<file path="src/design/dlt645_frame_decoder_unit_defines.svh">
// Assertion macros used by the frame parser module.
// Each macro expects clk_i and rst_ni in the scope where it is used.
`ifndef DLT645_FRAME_DECODER_UNIT_DEFINES_SVH
`define DLT645_FRAME_DECODER_UNIT_DEFINES_SVH

// Same-cycle implication, checked outside reset.
`define DLT_ASSERT_NOW(lbl, ante, cons, msg) \
  lbl: assert property (@(posedge clk_i) disable iff (!rst_ni) (ante) |-> (cons)) \
    else $error(msg);

// Next-cycle implication, checked outside reset.
`define DLT_ASSERT_NEXT(lbl, ante, cons, msg) \
  lbl: assert property (@(posedge clk_i) disable iff (!rst_ni) (ante) |=> (cons)) \
    else $error(msg);

`endif

</file>
<file path="src/design/dlt645_pkg.sv">
// Shared types and constants of the DL/T 645 frame decoder.
// No dependencies; used by the parser, the output stage and the top level.
package dlt645_pkg;

  localparam logic [7:0] HEAD_MARK   = 8'h68;
  localparam logic [7:0] END_MARK    = 8'h16;
  localparam logic [7:0] DATA_OFFSET = 8'h33;
  localparam logic [7:0] PRE_MARK    = 8'hFE;
  localparam logic [8:0] MIN_FRAME   = 9'd12;
  localparam logic [2:0] PRE_RUN_MAX = 3'd4;
  localparam logic [7:0] MAX_LEN_RST = 8'd255;

  localparam logic [2:0] ST_OK       = 3'd0;
  localparam logic [2:0] ST_HEADER   = 3'd1;
  localparam logic [2:0] ST_CHECKSUM = 3'd2;
  localparam logic [2:0] ST_ENDMARK  = 3'd3;
  localparam logic [2:0] ST_LENGTH   = 3'd4;

  localparam int unsigned ADDR_BYTES = 6;

  typedef struct packed {
    logic        is_status;
    logic [7:0]  data_value;
    logic [7:0]  data_index;
    logic [47:0] meter_address;
    logic [7:0]  control_code;
    logic [7:0]  data_length;
    logic [2:0]  status;
  } result_t;

endpackage

</file>
<file path="src/design/dlt645_frame_decoder_unit.sv">
// Top level of the DL/T 645 frame decoder: byte stream in, result stream out.
// Depends on dlt645_pkg, dlt645_parse and dlt645_out_reg.
//
// Usage:
//   Slave side takes one raw byte of a received buffer per transfer, tlast on
//   the final byte of the buffer. Master side gives at most one result per
//   byte: a decoded data byte (tuser low) or, on the final byte, the status
//   result (tuser high, tlast high) with address, control code and length.
//   Bytes outside a frame, header bytes and trailer bytes give no result.
//   A result appears on the master side in the cycle after its byte is
//   taken. Throughput: one byte per cycle, set by the single output register;
//   the next byte is taken while a result waits, as long as the receiver
//   drains it in the same cycle.
//   When the receiver stalls with a result held, tready drops until it is
//   taken; the held result and the parser state stay put.
//   Reset clears the parser to hunting, empties the output register and sets
//   max_data_len to 255. Write cfg_wdata_i via cfg_we_i only while idle.
module dlt645_frame_decoder_unit (
  input  logic        clk_i,
  input  logic        rst_ni,
  // max_data_len write
  input  logic        cfg_we_i,
  input  logic [7:0]  cfg_wdata_i,
  // byte input
  input  logic        s_axis_tvalid,
  output logic        s_axis_tready,
  input  logic [7:0]  s_axis_tdata,   // [7:0] rx_byte
  input  logic        s_axis_tlast,   // end_of_buffer
  // result output
  output logic        m_axis_tvalid,
  input  logic        m_axis_tready,
  // [7:0] data_value, [15:8] data_index, [63:16] meter_address,
  // [71:64] control_code, [79:72] data_length, [82:80] status, [87:83] zero
  output logic [87:0] m_axis_tdata,
  output logic [0:0]  m_axis_tuser,   // [0] is_status
  output logic        m_axis_tlast    // last
);

  logic [7:0]          max_len_q;
  logic                byte_fire;
  logic                res_valid;
  dlt645_pkg::result_t res;
  dlt645_pkg::result_t out_res;
  logic                out_ready;

  // Length limit register; held across buffers.
  always_ff @(posedge clk_i or negedge rst_ni) begin
    if (!rst_ni) begin
      max_len_q <= dlt645_pkg::MAX_LEN_RST;
    end else if (cfg_we_i) begin
      max_len_q <= cfg_wdata_i;
    end
  end

  assign s_axis_tready = out_ready;
  assign byte_fire     = s_axis_tvalid && out_ready;

  dlt645_parse u_parse (
    .clk_i       (clk_i),
    .rst_ni      (rst_ni),
    .byte_fire_i (byte_fire),
    .rx_byte_i   (s_axis_tdata),
    .eob_i       (s_axis_tlast),
    .max_len_i   (max_len_q),
    .res_valid_o (res_valid),
    .res_o       (res)
  );

  dlt645_out_reg u_out (
    .clk_i   (clk_i),
    .rst_ni  (rst_ni),
    .push_i  (byte_fire && res_valid),
    .res_i   (res),
    .ready_o (out_ready),
    .valid_o (m_axis_tvalid),
    .ready_i (m_axis_tready),
    .res_o   (out_res)
  );

  // Pack the result, first field in the lowest bits.
  assign m_axis_tdata = {5'd0, out_res.status, out_res.data_length, out_res.control_code,
                         out_res.meter_address, out_res.data_index, out_res.data_value};
  assign m_axis_tuser = out_res.is_status;
  assign m_axis_tlast = out_res.is_status;

endmodule

</file>
<file path="src/design/dlt645_parse.sv">
// Frame parser: holds the frame state and computes at most one result per byte.
// Depends on dlt645_pkg and the assertion macros header.
`include "dlt645_frame_decoder_unit_defines.svh"

module dlt645_parse (
  input  logic                clk_i,
  input  logic                rst_ni,
  input  logic                byte_fire_i,
  input  logic [7:0]          rx_byte_i,
  input  logic                eob_i,
  input  logic [7:0]          max_len_i,
  output logic                res_valid_o,
  output dlt645_pkg::result_t res_o
);

  localparam logic [3:0] PH_HUNT   = 4'd0;
  localparam logic [3:0] PH_ADDR   = 4'd1;
  localparam logic [3:0] PH_SECOND = 4'd2;
  localparam logic [3:0] PH_CTRL   = 4'd3;
  localparam logic [3:0] PH_LEN    = 4'd4;
  localparam logic [3:0] PH_DATA   = 4'd5;
  localparam logic [3:0] PH_CS     = 4'd6;
  localparam logic [3:0] PH_END    = 4'd7;
  localparam logic [3:0] PH_TRAIL  = 4'd8;
  localparam logic [3:0] PH_FAIL   = 4'd9;

  logic [3:0]  phase_q, phase_d, phase_n;
  logic [2:0]  pre_q, pre_d, pre_n;
  logic [8:0]  pos_q, pos_d, pos_n;
  logic [47:0] addr_q, addr_d, addr_n;
  logic [7:0]  ctrl_q, ctrl_d, ctrl_n;
  logic [7:0]  len_q, len_d, len_n;
  logic [7:0]  sum_q, sum_d, sum_n;
  logic [7:0]  cnt_q, cnt_d, cnt_n;
  logic [2:0]  err_q, err_d, err_n;
  logic [7:0]  sum_add;
  logic [2:0]  addr_k;
  logic        have_data;
  logic [2:0]  final_st;

  assign sum_add = sum_q + rx_byte_i;
  assign addr_k  = pos_q[2:0] - 3'd1;

  // Byte-level transition of the frame state.
  always_comb begin
    phase_n   = phase_q;
    pre_n     = pre_q;
    addr_n    = addr_q;
    ctrl_n    = ctrl_q;
    len_n     = len_q;
    sum_n     = sum_q;
    cnt_n     = cnt_q;
    err_n     = err_q;
    have_data = 1'b0;
    unique case (phase_q)
      PH_HUNT: begin
        if (pre_q >= dlt645_pkg::PRE_RUN_MAX) begin
          if (rx_byte_i == dlt645_pkg::HEAD_MARK) begin
            phase_n = PH_ADDR;
            pre_n   = 3'd0;
            sum_n   = dlt645_pkg::HEAD_MARK;
          end else begin
            err_n   = dlt645_pkg::ST_HEADER;
            phase_n = PH_FAIL;
          end
        end else if (rx_byte_i == dlt645_pkg::HEAD_MARK) begin
          phase_n = PH_ADDR;
          pre_n   = 3'd0;
          sum_n   = dlt645_pkg::HEAD_MARK;
        end else if (rx_byte_i == dlt645_pkg::PRE_MARK) begin
          pre_n = pre_q + 3'd1;
        end else begin
          pre_n = 3'd0;
        end
      end
      PH_ADDR: begin
        for (int i = 0; i < dlt645_pkg::ADDR_BYTES; i++) begin
          if (addr_k == 3'(i)) addr_n[i*8 +: 8] = rx_byte_i;
        end
        sum_n = sum_add;
        if (addr_k >= 3'd5) phase_n = PH_SECOND;
      end
      PH_SECOND: begin
        sum_n = sum_add;
        if (rx_byte_i != dlt645_pkg::HEAD_MARK) begin
          err_n   = dlt645_pkg::ST_HEADER;
          phase_n = PH_FAIL;
        end else begin
          phase_n = PH_CTRL;
        end
      end
      PH_CTRL: begin
        ctrl_n  = rx_byte_i;
        sum_n   = sum_add;
        phase_n = PH_LEN;
      end
      PH_LEN: begin
        len_n = rx_byte_i;
        sum_n = sum_add;
        if (rx_byte_i > max_len_i) begin
          err_n   = dlt645_pkg::ST_HEADER;
          phase_n = PH_FAIL;
        end else begin
          phase_n = (rx_byte_i != 8'd0) ? PH_DATA : PH_CS;
        end
      end
      PH_DATA: begin
        have_data = 1'b1;
        cnt_n     = cnt_q + 8'd1;
        sum_n     = sum_add;
        if (cnt_q + 8'd1 == len_q) phase_n = PH_CS;
      end
      PH_CS: begin
        if (rx_byte_i != sum_q) begin
          err_n   = dlt645_pkg::ST_CHECKSUM;
          phase_n = PH_FAIL;
        end else begin
          phase_n = PH_END;
        end
      end
      PH_END: begin
        if (rx_byte_i != dlt645_pkg::END_MARK) begin
          err_n   = dlt645_pkg::ST_ENDMARK;
          phase_n = PH_FAIL;
        end else begin
          phase_n = PH_TRAIL;
        end
      end
      PH_TRAIL: begin
        err_n   = dlt645_pkg::ST_LENGTH;
        phase_n = PH_FAIL;
      end
      default: ;
    endcase
    pos_n = (phase_n != PH_HUNT && pos_q != 9'h1FF) ? pos_q + 9'd1 : pos_q;
  end

  // Status of a buffer that ends on this byte; absent bytes fail their check.
  always_comb begin
    if (phase_n == PH_HUNT || pos_n < dlt645_pkg::MIN_FRAME) begin
      final_st = dlt645_pkg::ST_HEADER;
    end else if (err_n != dlt645_pkg::ST_OK) begin
      final_st = err_n;
    end else begin
      unique case (phase_n)
        PH_DATA, PH_CS: final_st = dlt645_pkg::ST_CHECKSUM;
        PH_END:         final_st = dlt645_pkg::ST_ENDMARK;
        PH_TRAIL:       final_st = dlt645_pkg::ST_OK;
        default:        final_st = dlt645_pkg::ST_HEADER;
      endcase
    end
  end

  always_comb begin
    res_valid_o         = eob_i || have_data;
    res_o.is_status     = eob_i;
    res_o.data_value    = eob_i ? 8'd0 : rx_byte_i - dlt645_pkg::DATA_OFFSET;
    res_o.data_index    = eob_i ? 8'd0 : cnt_q;
    res_o.meter_address = addr_n;
    res_o.control_code  = ctrl_n;
    res_o.data_length   = len_n;
    res_o.status        = eob_i ? final_st : dlt645_pkg::ST_OK;
  end

  // Advance on each transfer; clear back to hunting after the last byte.
  always_comb begin
    phase_d = phase_q;
    pre_d   = pre_q;
    pos_d   = pos_q;
    addr_d  = addr_q;
    ctrl_d  = ctrl_q;
    len_d   = len_q;
    sum_d   = sum_q;
    cnt_d   = cnt_q;
    err_d   = err_q;
    if (byte_fire_i) begin
      if (eob_i) begin
        phase_d = PH_HUNT;
        pre_d   = 3'd0;
        pos_d   = 9'd0;
        addr_d  = 48'd0;
        ctrl_d  = 8'd0;
        len_d   = 8'd0;
        sum_d   = 8'd0;
        cnt_d   = 8'd0;
        err_d   = dlt645_pkg::ST_OK;
      end else begin
        phase_d = phase_n;
        pre_d   = pre_n;
        pos_d   = pos_n;
        addr_d  = addr_n;
        ctrl_d  = ctrl_n;
        len_d   = len_n;
        sum_d   = sum_n;
        cnt_d   = cnt_n;
        err_d   = err_n;
      end
    end
  end

  always_ff @(posedge clk_i or negedge rst_ni) begin
    if (!rst_ni) begin
      phase_q <= PH_HUNT;
      pre_q   <= 3'd0;
      pos_q   <= 9'd0;
      addr_q  <= 48'd0;
      ctrl_q  <= 8'd0;
      len_q   <= 8'd0;
      sum_q   <= 8'd0;
      cnt_q   <= 8'd0;
      err_q   <= dlt645_pkg::ST_OK;
    end else begin
      phase_q <= phase_d;
      pre_q   <= pre_d;
      pos_q   <= pos_d;
      addr_q  <= addr_d;
      ctrl_q  <= ctrl_d;
      len_q   <= len_d;
      sum_q   <= sum_d;
      cnt_q   <= cnt_d;
      err_q   <= err_d;
    end
  end

  `DLT_ASSERT_NOW(a_hunt_pos_zero, phase_q == PH_HUNT, pos_q == 9'd0 && err_q == dlt645_pkg::ST_OK, "position or error left over while hunting")
  `DLT_ASSERT_NOW(a_data_in_range, phase_q == PH_DATA, cnt_q < len_q && len_q != 8'd0, "data count outside the announced length")
  `DLT_ASSERT_NEXT(a_eob_clears, byte_fire_i && eob_i, phase_q == PH_HUNT && pre_q == 3'd0, "state not cleared after the last byte")
  `DLT_ASSERT_NOW(a_pre_bound, phase_q == PH_HUNT, pre_q <= dlt645_pkg::PRE_RUN_MAX, "preamble run beyond four")

endmodule

</file>
<file path="src/design/dlt645_out_reg.sv">
// Output register stage of the frame decoder; parts input and output handshakes.
// Depends on dlt645_pkg for the result type.
module dlt645_out_reg (
  input  logic                clk_i,
  input  logic                rst_ni,
  input  logic                push_i,
  input  dlt645_pkg::result_t res_i,
  output logic                ready_o,
  output logic                valid_o,
  input  logic                ready_i,
  output dlt645_pkg::result_t res_o
);

  logic                valid_q, valid_d;
  dlt645_pkg::result_t res_q;

  // Free when empty or being drained in this cycle.
  assign ready_o = !valid_q || ready_i;
  assign valid_d = push_i || (valid_q && !ready_i);
  assign valid_o = valid_q;
  assign res_o   = res_q;

  always_ff @(posedge clk_i or negedge rst_ni) begin
    if (!rst_ni) begin
      valid_q <= 1'b0;
    end else begin
      valid_q <= valid_d;
    end
  end

  always_ff @(posedge clk_i) begin
    if (push_i) begin
      res_q <= res_i;
    end
  end

endmodule

</file>
<file path="config.mk">
export PLATFORM = sky130hd
export DESIGN_NAME = dlt645_frame_decoder_unit
export DESIGN_NICKNAME = d
export VERILOG_FILES = /design/src/design/dlt645_pkg.sv /design/src/design/dlt645_frame_decoder_unit.sv /design/src/design/dlt645_parse.sv /design/src/design/dlt645_out_reg.sv
export VERILOG_INCLUDE_DIRS = /design/src /design/src/design
export SDC_FILE = /design/constraint.sdc
export NUM_CORES = 1
export LEC_CHECK = 0
export ABC_CLOCK_PERIOD_IN_PS = 4500
export BUFFER_PORTS_ARGS = -buffer_cell sky130_fd_sc_hd__buf_2
export CAP_MARGIN = 20
export CELL_PAD_IN_SITES_DETAIL_PLACEMENT = 1
export CELL_PAD_IN_SITES_GLOBAL_PLACEMENT = 2
export CORE_UTILIZATION = 39
export DETAILED_ROUTE_END_ITERATION = 10
export PLACE_DENSITY = 0.86
export SETUP_SLACK_MARGIN = 0.2
export SLEW_MARGIN = 20
export SYNTH_ARGS = -nofsm -noshare
export SYNTH_HDL_FRONTEND = slang
export SYNTH_SLANG_ARGS = --single-unit
</file>
<file path="constraint.sdc">
create_clock -name clk_i -period 4.5 [get_ports clk_i]
set_input_delay 0.45 -clock clk_i [delete_from_list [all_inputs] [get_ports clk_i]]
set_output_delay 0.45 -clock clk_i [all_outputs]
set_load 0.01 [all_outputs]
</file>
==> qor.csv <==
stage,metric,value,unit
yosys,ys_warn_count,0,
clocking,cts_resized,0,
power_and_ir_drop,pwr-share-comb,19.3,%
placement,gp_congestion,0.813,
power_and_ir_drop,p_total,0.00455,W
setup_path,r2r-start,max_len_q[5],
grt,grt_max_degree,72,
yosys,synth-async-reset-ratio,56.3,%
clocking,h-tree-depth,4,
finish,diodes,0,
routing,firstDrtPassIters,6,
sta,setup_slack,1.37,ns
yosys,synth-seq-area-share,56.8,%
grt,overflow,0,
grt,grt_pass1_vias,6904,
routing,drtAntennaViolNets,0,
routing,drt-vias-per-instance,5.51,
sta,whs,0.216,ns
power_and_ir_drop,pwr-share-seq,45.5,%
placement,dp_slack,1.09,ns
clocking,clk_latency,0.44,ns
clocking,cts_sinks,192,
setup_path,required,4.70,ns
finish,syn_to_final_growth,16.1,%
sta,relSlewSlack,43.3,%
routing,drc,0,
clocking,clockBufferDepth,2,
setup_path,cp.arrival,3.32,ns
clocking,cts_tree,built,
power_and_ir_drop,clockPowerShare,35.1,%
floorplanning,start_util,40.3,%
yosys,yosysUniqueCellTypes,62,
sta,drv_slew,0,
yosys,yosys_register_bits,192,
setup_path,critPathCaptureType,flop,
flow_run,maxCapViolCount,0,
yosys,syn_avg_cell_area,11.9,um2
sta,grt_setup_unrepaired,no,
grt,grt_pass1_wl,39200,um
sta,fmax,320,MHz
grt,grt_antenna_before_repair,0,
clocking,cts_buffers,17,
run_status,status,finished clean,
routing,drtIter0Drc,409,
placement,port_buffers,108,
clocking,root_buffer,clkbuf_16,
hold_path,hp-start,cfg_wdata_i[7],
finish,utilization,46.7,%
power_and_ir_drop,internal-power,0.00310,W
routing,wl_per_cell,20.5,um
setup_path,startpoint,max_len_q[5],
setup_path,startpoint_type,flop,
sta,tightest_slew,0.850,ns
sta,min_period_over_period,69.5,%
setup_path,reg2reg_slack,1.37,ns
sta,fin_setup_tns,0,ns
grt,grt.total_usage,21.2,%
yosys,synth_top_flop_cell,dfrtp_1,
sta,period_needed,3.13,ns
setup_path,worst-path-max-fanout,3,
routing,wl,24500,um
yosys,synth-edff-count,84,
power_and_ir_drop,irDropWorstVdd,0.233,mV
finish,final_common_cell,buf_2,
finish,layout-drive-gt1-share,25.3,%
power_and_ir_drop,leakage,4.69,nW
floorplanning,rows,55,
floorplanning,die_y,156,um
power_and_ir_drop,power_density,425,nW/um2
floorplanning,dieWidth,156,um
finish,fin_nets,921,
yosys,synth_cells,778,
sta,setup_viol,0,
floorplanning,die-area,24300,um2
routing,vias,6593,
finish,fill_cells,2451,
power_and_ir_drop,p_switching,0.00145,W
placement,hpwl,16600,um
sta,skew,0.0103,ns
clocking,path_clk_slew,0.08,ns
yosys,synth_area,9220,um2
floorplanning,core_region_area,22900,um2
finish,final_cell_mix,"buf_2 (107), dfrtp_1 (100), edfxtp_1 (84), a22o_1 (69), nand2_1 (64)",
hold_path,min_path_type,primary input to flop,
floorplanning,pin_count,114,
power_and_ir_drop,switching_share,31.9,%
setup_path,path_class,flop to flop,
sta,hold_violations,0,
power by group through the flow:
stage               Sequential [W]  Combinational [W]  Clock, W
CTS                        0.00207           0.000881   0.00163
detailed placement         0.00211           0.000872         0
floorplan                  0.00207           0.000636         0
finish                     0.00207           0.000879   0.00160
global placement           0.00210           0.000845         0
global route               0.00209           0.000975   0.00170
cell families after synthesis:
logic type / after synthesis / synth area share [%]
adders and majority gates: 29 / 4.02
buffers and inverters: 79 / 3.62
muxes: 58 / 7.01
and+or+nand+nor: 195 / 10.9
xor gates and xnor gates: 26 / 2.47
other: 1 / 0.0407
AOI/OAI and AO/OA: 198 / 15.2
DFF: 192 / 56.8
layout make-up:
class                      count  area (um2)  share of cell area, %
clock inverter                15         215                   2.01
inverter                      29         110                   1.03
tap                          313         392                   3.66
clock buffer                  17         425                   3.97
multi-input combinational    511        3690                   34.5
timing repair buffer         119         641                   5.98
sequential                   192        5240                   48.9
registers in the layout, summed over array words and instances (netlist names):
name,cells
max_len_q,8
u_parse.err_q,3
u_parse.ctrl_q,8
u_parse.pre_q,3
u_out.valid_o,1
u_parse.addr_q,48
u_parse.sum_q,8
u_out.res_o,84
u_parse.phase_q,4
u_parse.pos_q,9
u_parse.len_q,8
u_parse.cnt_q,8
worst paths after layout:
kind                               endpoint  cells past startpoint
min in group asynchronous  u_parse.cnt_q[6]                      2
setup reg to reg             u_out.res_o[2]                     10
hold / removal                 max_len_q[7]                      3
hold reg to reg            u_parse.err_q[0]                      2
setup / recovery             u_out.res_o[2]                     10
max in group asynchronous      max_len_q[0]                      3
Yosys cell counts, types with 3 or more instances:
library cell	n	share of area, %
dfrtp_1	100	27
edfxtp_1	84	27
a22o_1	69	6.6
nand2_1	65	2.6
o21ai_0	59	3.2
mux2_2	53	6.5
clkbuf_1	42	1.7
nor2_1	39	1.6
inv_1	29	1.2
ha_1	28	3.8
a21oi_1	25	1.4
xnor2_1	15	1.4
nand3_1	14	0.76
nor2b_1	12	0.81
nor3_1	12	0.65
xor2_1	11	1.0
and3_1	10	0.68
dfstp_2	8	2.3
nand2b_1	7	0.47
a31oi_1	6	0.41
buf_4	6	0.49
mux2i_1	5	0.54
nand4_1	5	0.34
o211ai_1	5	0.41
a21o_1	4	0.33
nand3b_1	4	0.33
nor3b_1	4	0.33
nor4b_1	4	0.38
o21bai_1	4	0.33
o31ai_1	4	0.33
or3_1	3	0.20
metrics by stage:
| stage | instance area (um2) | instances |
|---|---|---|
| 2_1_floorplan | 9240 | 782 |
| 3_3_place_gp | 10100 | 1163 |
| 3_5_place_dp | 10100 | 1163 |
| 4_1_cts | 10700 | 1196 |
| 6_report | 10700 | 1196 |
| 5_1_grt | 10700 | 1196 |
what timing repair did:
item | CTS | global route
hold buffers | 1 | 0
setup buffers | 0 | 0
endpoints found under the hold margin | 26 | 0
worst max-delay path, stage by stage (launching register included):
cell and delay, ns:
dfstp_2 0.52, inv_1 0.06, ha_1 0.29, a211oi_1 0.25, nor2_1 0.11, o31a_1 0.27, and3_1 0.22, or4_1 0.57
a41oi_1 0.32, nand2_1 0.12, and2_1 0.16
layer usage:
metal,track usage [%],share of wire [%]
met1,28.4,46
met2,34.9,48
met3,3.61,3.2
met4,6.96,2.5
met5,0,0
Note: power is estimated with default switching activity, not from simulation.
